<file path="src/rtl/edge_capture_pulse_queue_defines.svh">
// Assertion macros for the edge capture pulse queue.
`ifndef EDGE_CAPTURE_PULSE_QUEUE_DEFINES_SVH
`define EDGE_CAPTURE_PULSE_QUEUE_DEFINES_SVH

`ifndef SYNTHESIS
`define ECPQ_ASSERT_SAME(lbl, ante, cons, msg) \
    lbl: assert property (@(posedge clk) disable iff (!rst_n) (ante) |-> (cons)) \
        else $error(msg);
`define ECPQ_ASSERT_NEXT(lbl, ante, cons, msg) \
    lbl: assert property (@(posedge clk) disable iff (!rst_n) (ante) |=> (cons)) \
        else $error(msg);
`else
`define ECPQ_ASSERT_SAME(lbl, ante, cons, msg)
`define ECPQ_ASSERT_NEXT(lbl, ante, cons, msg)
`endif

`endif

</file>
<file path="src/rtl/ecpq_pkg.sv">
// Shared constants, types and structs of the edge capture pulse queue.
package ecpq_pkg;

    localparam int CHANNELS    = 2;
    localparam int QUEUE_DEPTH = 64;

    localparam int TIMER_W  = 16;
    localparam int LENGTH_W = 15;
    localparam int ENTRY_W  = LENGTH_W + 1;
    localparam int CH_W     = (CHANNELS > 1) ? $clog2(CHANNELS) : 1;
    localparam int PTR_W    = $clog2(QUEUE_DEPTH);
    localparam int CNT_W    = $clog2(QUEUE_DEPTH + 1);
    localparam int ADDR_W   = CH_W + PTR_W;

    localparam logic [LENGTH_W-1:0] LENGTH_MAX = 15'h7fff;

    typedef enum logic
    {
        CMD_CAPTURE = 1'b0,
        CMD_READ    = 1'b1
    } cmd_t;

    typedef struct packed
    {
        cmd_t               cmd;
        logic               channel;
        logic [TIMER_W-1:0] capture_value;
    } item_t;

    typedef struct packed
    {
        logic               wr_en;
        logic               rd_en;
        logic [ADDR_W-1:0]  addr;
        logic [ENTRY_W-1:0] wr_data;
    } store_req_t;

    typedef struct packed
    {
        logic             strobe;
        logic             valid;
        logic [CNT_W-1:0] count;
    } result_ctl_t;

endpackage

</file>
<file path="src/rtl/ecpq_store.sv">
// Pulse store memory: one write or one registered read per cycle.
module ecpq_store
(
    input  logic                        clk,
    input  ecpq_pkg::store_req_t        req,
    output logic [ecpq_pkg::ENTRY_W-1:0] rd_data
);
    import ecpq_pkg::*;

    logic [ENTRY_W-1:0] mem [2**ADDR_W];
    logic [ENTRY_W-1:0] rd_data_reg;

    always_ff @(posedge clk)
    begin
        if (req.wr_en)
        begin
            mem[req.addr] <= req.wr_data;
        end
        if (req.rd_en)
        begin
            rd_data_reg <= mem[req.addr];
        end
    end

    assign rd_data = rd_data_reg;

endmodule

</file>
<file path="src/rtl/ecpq_ctrl.sv">
// Per-channel capture state, queue pointers and result control.
module ecpq_ctrl
(
    input  logic                  clk,
    input  logic                  rst_n,
    input  logic                  item_valid,
    input  ecpq_pkg::item_t       item,
    output ecpq_pkg::store_req_t  store_req,
    output ecpq_pkg::result_ctl_t res
);
    import ecpq_pkg::*;

    logic [TIMER_W-1:0] prev_capture_reg  [CHANNELS];
    logic [TIMER_W-1:0] prev_capture_next [CHANNELS];
    logic               level_reg         [CHANNELS];
    logic               level_next        [CHANNELS];
    logic [PTR_W-1:0]   wp_reg            [CHANNELS];
    logic [PTR_W-1:0]   wp_next           [CHANNELS];
    logic [PTR_W-1:0]   rp_reg            [CHANNELS];
    logic [PTR_W-1:0]   rp_next           [CHANNELS];
    logic [CNT_W-1:0]   fill_reg          [CHANNELS];
    logic [CNT_W-1:0]   fill_next         [CHANNELS];

    result_ctl_t res_reg;
    result_ctl_t res_next;

    logic [CH_W-1:0]     ch_idx;
    logic                in_range;
    logic [TIMER_W-1:0]  diff;
    logic [LENGTH_W-1:0] length;
    logic                full;
    logic                empty;
    logic                do_capture;
    logic                do_push;
    logic                do_pop;
    logic [PTR_W-1:0]    wp;
    logic [PTR_W-1:0]    rp;
    logic [CNT_W-1:0]    count_after;

    assign ch_idx   = CH_W'(item.channel);
    assign in_range = 32'(item.channel) < CHANNELS;

    assign wp    = wp_reg[ch_idx];
    assign rp    = rp_reg[ch_idx];
    assign full  = fill_reg[ch_idx] == CNT_W'(QUEUE_DEPTH);
    assign empty = fill_reg[ch_idx] == '0;

    // Wrap modulo 2^16, then clamp anything past 15 bits
    assign diff   = item.capture_value - prev_capture_reg[ch_idx];
    assign length = diff[TIMER_W-1] ? LENGTH_MAX : diff[LENGTH_W-1:0];

    assign do_capture = item_valid && in_range && item.cmd == CMD_CAPTURE;
    assign do_push    = do_capture && !full;
    assign do_pop     = item_valid && in_range && item.cmd == CMD_READ && !empty;

    assign count_after = fill_reg[ch_idx] + CNT_W'(do_push) - CNT_W'(do_pop);

    always_comb
    begin
        store_req.wr_en   = do_push;
        store_req.rd_en   = do_pop;
        store_req.addr    = do_push ? {ch_idx, wp} : {ch_idx, rp};
        store_req.wr_data = {level_reg[ch_idx], length};
    end

    always_comb
    begin
        for (int c = 0; c < CHANNELS; c++)
        begin
            prev_capture_next[c] = prev_capture_reg[c];
            level_next[c]        = level_reg[c];
            wp_next[c]           = wp_reg[c];
            rp_next[c]           = rp_reg[c];
            fill_next[c]         = fill_reg[c];
        end
        if (do_capture)
        begin
            prev_capture_next[ch_idx] = item.capture_value;
            level_next[ch_idx]        = !level_reg[ch_idx];
        end
        if (do_push)
        begin
            wp_next[ch_idx] = (wp == PTR_W'(QUEUE_DEPTH - 1)) ? '0 : wp + PTR_W'(1);
        end
        if (do_pop)
        begin
            rp_next[ch_idx] = (rp == PTR_W'(QUEUE_DEPTH - 1)) ? '0 : rp + PTR_W'(1);
        end
        fill_next[ch_idx] = count_after;

        res_next.strobe = item_valid;
        res_next.valid  = do_pop;
        res_next.count  = in_range ? count_after : '0;
    end

    always_ff @(posedge clk or negedge rst_n)
    begin
        if (!rst_n)
        begin
            for (int c = 0; c < CHANNELS; c++)
            begin
                prev_capture_reg[c] <= '0;
                level_reg[c]        <= 1'b1;
                wp_reg[c]           <= '0;
                rp_reg[c]           <= '0;
                fill_reg[c]         <= '0;
            end
            res_reg <= '0;
        end
        else
        begin
            prev_capture_reg <= prev_capture_next;
            level_reg        <= level_next;
            wp_reg           <= wp_next;
            rp_reg           <= rp_next;
            fill_reg         <= fill_next;
            res_reg          <= res_next;
        end
    end

    assign res = res_reg;

endmodule

</file>
<file path="src/rtl/edge_capture_pulse_queue.sv">
// Top level of the edge capture pulse queue.
//
//  channel  | handshake      | signals
//  ---------+----------------+---------------------------------------------------
//  request  | start & !busy  | cmd, channel, capture_value
//  result   | done           | pulse_valid, pulse_length, pulse_level, queue_count
//
// One request per cycle; its result shows on done once it has passed the input register
// and the result register, which loads in the same cycle as the registered read of the pulse store.
// busy stays low: the block never stalls requests.
// Reset returns all channel state to its initial values; the pulse store itself is not cleared.
// The receiver cannot stall; each result is valid for exactly one cycle.
`include "edge_capture_pulse_queue_defines.svh"

module edge_capture_pulse_queue
(
    input  logic                           clk,
    input  logic                           rst_n,
    input  logic                           start,
    output logic                           busy,
    input  logic                           cmd,
    input  logic                           channel,
    input  logic [ecpq_pkg::TIMER_W-1:0]   capture_value,
    output logic                           done,
    output logic                           pulse_valid,
    output logic [ecpq_pkg::LENGTH_W-1:0]  pulse_length,
    output logic                           pulse_level,
    output logic [ecpq_pkg::CNT_W-1:0]     queue_count
);
    import ecpq_pkg::*;

    item_t       item_reg;
    logic        item_valid_reg;
    store_req_t  store_req;
    result_ctl_t res;
    logic [ENTRY_W-1:0] rd_data;

    assign busy = 1'b0;

    always_ff @(posedge clk or negedge rst_n)
    begin
        if (!rst_n)
        begin
            item_valid_reg <= 1'b0;
        end
        else
        begin
            item_valid_reg <= start && !busy;
        end
    end

    // Hold the request payload for processing in the control stage
    always_ff @(posedge clk)
    begin
        if (start && !busy)
        begin
            item_reg <= '{cmd: cmd_t'(cmd), channel: channel, capture_value: capture_value};
        end
    end

    ecpq_ctrl u_ctrl
    (
        .clk        (clk),
        .rst_n      (rst_n),
        .item_valid (item_valid_reg),
        .item       (item_reg),
        .store_req  (store_req),
        .res        (res)
    );

    ecpq_store u_store
    (
        .clk     (clk),
        .req     (store_req),
        .rd_data (rd_data)
    );

    assign done         = res.strobe;
    assign pulse_valid  = res.valid;
    assign pulse_length = res.valid ? rd_data[LENGTH_W-1:0] : '0;
    assign pulse_level  = res.valid && rd_data[ENTRY_W-1];
    assign queue_count  = res.count;

    `ECPQ_ASSERT_SAME(a_done_follows_start, start && !busy, ##2 done, "result strobe missing")
    `ECPQ_ASSERT_SAME(a_valid_needs_done, pulse_valid, done, "pulse_valid without result strobe")
    `ECPQ_ASSERT_SAME(a_pop_leaves_room, pulse_valid, queue_count < CNT_W'(QUEUE_DEPTH), "count after pop too large")
    `ECPQ_ASSERT_NEXT(a_capture_no_pulse, item_valid_reg && item_reg.cmd == CMD_CAPTURE, !pulse_valid, "capture returned a pulse")

endmodule

</file>
<file path="config.mk">
export PLATFORM = sky130hd
export DESIGN_NAME = edge_capture_pulse_queue
export DESIGN_NICKNAME = d
export VERILOG_FILES = /design/src/rtl/ecpq_pkg.sv /design/src/rtl/ecpq_store.sv /design/src/rtl/ecpq_ctrl.sv /design/src/rtl/edge_capture_pulse_queue.sv
export VERILOG_INCLUDE_DIRS = /design/src /design/src/rtl
export SDC_FILE = /design/constraint.sdc
export NUM_CORES = 2
export LEC_CHECK = 0
export BUFFER_PORTS_ARGS = -buffer_cell sky130_fd_sc_hd__buf_2
export CELL_PAD_IN_SITES_DETAIL_PLACEMENT = 0
export CELL_PAD_IN_SITES_GLOBAL_PLACEMENT = 1
export CORE_MARGIN = 1
export CORE_UTILIZATION = 49
export CTS_BUF_LIST = sky130_fd_sc_hd__clkbuf_8
export DETAILED_ROUTE_END_ITERATION = 6
export GPL_TIMING_DRIVEN = 0
export PLACE_DENSITY_LB_ADDON = 0.1
export SYNTH_ARGS = -nofsm -noshare
export SYNTH_HDL_FRONTEND = slang
export SYNTH_SLANG_ARGS = --single-unit
</file>
<file path="constraint.sdc">
create_clock -name clk -period 19 [get_ports clk]
set_input_delay 0 -clock clk [delete_from_list [all_inputs] [get_ports clk]]
set_output_delay 0 -clock clk [all_outputs]
set_load 0.01 [all_outputs]
</file>
==> qor.csv <==
metric,value,unit
powerDensity,152,nW/um^2
die_area,175000,sq um
ys.flop_type,edfxtp_1,
cts_setup_buffers,0,
antenna_left,0,
worst_hold_path_type,input port to async pin,
m1WireLength,99400,um
die_h,418,um
tightest_slew,1.44,ns
rsz0062_at_grt,false,
async_flop_share,0.0379,
num_rows,152,
yosysWarningCount,0,
synth_top_area_frac,0.738,
finalHoldViolations,0,
syn_nets,4889,
start_util,0.494,
vias_per_cell,5.90,
fp.dieW,418,um
wl_per_cell,30.2,um
drt-initial-drc-count,4906,
irDropWorstVdd,0.158,mV
status,finished clean,
crit_type,flip-flop to flip-flop,
place_ws,10.84,ns
relSlewSlack,0.0299,
crit_start,item_reg[16]$_DFFE_PP_,
tns,0,ns
topRoutingLayerUsed,met5,
cp-end-kind,flip-flop,
p_leak,33.9,nW
gr-total-overflow,0,
syn2layout_area_growth,14.3,%
ios,47,
cts_made_buffers,367,
core,172000,sq um
netlist_top_cells_count,"edfxtp_1 (2082), mux2i_1 (1055), o22ai_1 (514)",
setup_viol,0,
netlist_instances,4840,
vias,47100,
grt_usage,0.275,
ys_types,59,
grt_pass1_wl,337000,um
syn_area,84800,sq um
drv_slew,0,
clk_pin_slew,0.06,ns
fin_worst_skew,0.0603,ns
crit_path_end,u_store.rd_data[8]$_DFFE_PN_,
drive_gt1_frac,0.171,
arrival,8.99,ns
clock_path_buffers,4,
firstDrtPassIters,6,
post_cts_resized,0,
regToRegEndpoint,u_store.rd_data[8]$_DFFE_PN_,
place_hpwl,161000,um
wl_met2,115000,um
clock_latency,1.07,ns
fin_crit_sh,0.434,
cp_max_fo,10,
r2r_slack,10.75,ns
synth-edff-count,2082,
post-synth-top-area-cell,edfxtp_1,
reg2reg_from,item_reg[16]$_DFFE_PP_,
fmax,121,MHz
synthTopCellsByArea,"edfxtp_1 (74%), mux2i_1 (12%), o22ai_1 (3.8%)",
place.port_buffers,45,
worst_slack,10.75,ns
h-tree-depth,5,
cp.required,19.73,ns
clock-root-buffer,clkbuf_8,
drc_errors,0,
synth_seq_area_share,0.762,
antenna_found_initial,12,
cap_violations,0,
synth_most_common_cell,edfxtp_1,
grt_max_degree,129,
gp_congestion,0.906,
grt_pass1_vias,46300,
synth-seq-cells,2164,
startpoint_type,flip-flop,
clkSinkCount,2164,
largest_reg_flops,2048,
fin_crit,8.25,ns
cts_tree,done,
avgSynthCellArea,17.5,sq um
reg2reg_depth,19,
cts-hold-fix-buffers,40,
fin_nets,5458,
routed_wl,241000,um
routed-wl-met3,17900,um
## how the worst min path moves through the flow
stage | endpoint | startpoint | slack (ns)
after floorplan | item_valid_reg$_DFF_PN0_ | rst_n | -0.30
after global placement | item_reg[11]$_DFFE_PP_ | capture_value[11] | 0.18
after detailed placement | u_ctrl.prev_capture_reg[8]$_DFFE_PN0P_ | rst_n | -0.11
after CTS | u_ctrl.prev_capture_reg[8]$_DFFE_PN0P_ | rst_n | 0.1
after global routing | item_reg[16]$_DFFE_PP_ | channel | 0.16
final | u_ctrl.prev_capture_reg[8]$_DFFE_PN0P_ | rst_n | 0.19
## layout by cell type, fill, tap and decap left out, types with 59 or more instances in the layout
master    netlist  routed
clkbuf_8        0     374
clkinv_1        0      98
mux2_2         60      59
nor2_2          0      92
a41oi_1        64      64
buf_2         149     193
o21ai_0       221     219
inv_1          22     125
dfrtp_1        80      80
mux2i_1      1055    1055
edfxtp_1     2082    2082
o22ai_1       514     514
clkbuf_1      110     102
## stage by stage
| step | total power, mW | hold slack (ns) | utilization | instance area (sq um) | std cells |
|---|---|---|---|---|---|
| 3_3_place_gp | 11.2 | 0.178 | 0.512 | 87900 | 7195 |
| 5_1_grt | 15.2 | 0.164 | 0.564 | 96800 | 7974 |
| 2_1_floorplan | 8.99 | -0.296 | - | 84800 | 4840 |
| 4_1_cts | 14.8 | 0.0966 | 0.564 | 96800 | 7973 |
| 3_5_place_dp | 11.1 | -0.108 | 0.525 | 90200 | 7310 |
| 6_report | 14.7 | 0.189 | 0.564 | 96900 | 7980 |
## kinds of logic (layout without fill, tap and decap cells)
logic type      count (synthesis)  after routing  synth area share
compound gates                891            891            0.0642
xor+xnor                       28             28           0.00289
fa+ha+maj                      28             28           0.00431
buf+inv                       314           1137            0.0171
flops                        2164           2164             0.762
mux                          1117           1117             0.133
other cells                     1              8         0.0000442
simple gates                  297            297            0.0168
## routing by layer
metal | global-route usage | up-vias
li1 | - | 20600
met1 | 0.373 | 24300
met2 | 0.443 | 1769
met3 | 0.0548 | 402
met4 | 0.0977 | 4
met5 | 0 | -
## cell type report
class	instances	area, sq um
fill	13500	74900
sequential	2164	64600
multi-input combinational	2362	19300
clock buffer	374	5150
tap	2310	2890
timing repair buffer	200	2390
buffer	291	1370
clock inverter	249	1110
inverter	23	88.8
antenna	7	17.5
## power by group
part           internal (mW)  switching [mW]
registers               6.28          0.0443
clock network           1.87            1.82
logic                   1.33            3.40
## worst max-delay path: stages, from the launching register on
cell      delay, ns
edfxtp_1       0.48
buf_4          0.29
buf_1          0.67
clkbuf_1       0.56
clkbuf_1       0.80
mux2i_1        0.29
ha_1           0.25
and2_0         0.18
o211ai_2       0.15
and2_4         0.22
buf_6          0.14
nor3_1         0.07
a31oi_1        0.35
buf_2          0.53
buf_4          0.38
clkbuf_1       0.47
o22ai_1        0.19
o21ai_0        0.72
a41oi_1        0.51
or4_1          0.68
Note: power is estimated with default switching activity, not from simulation.
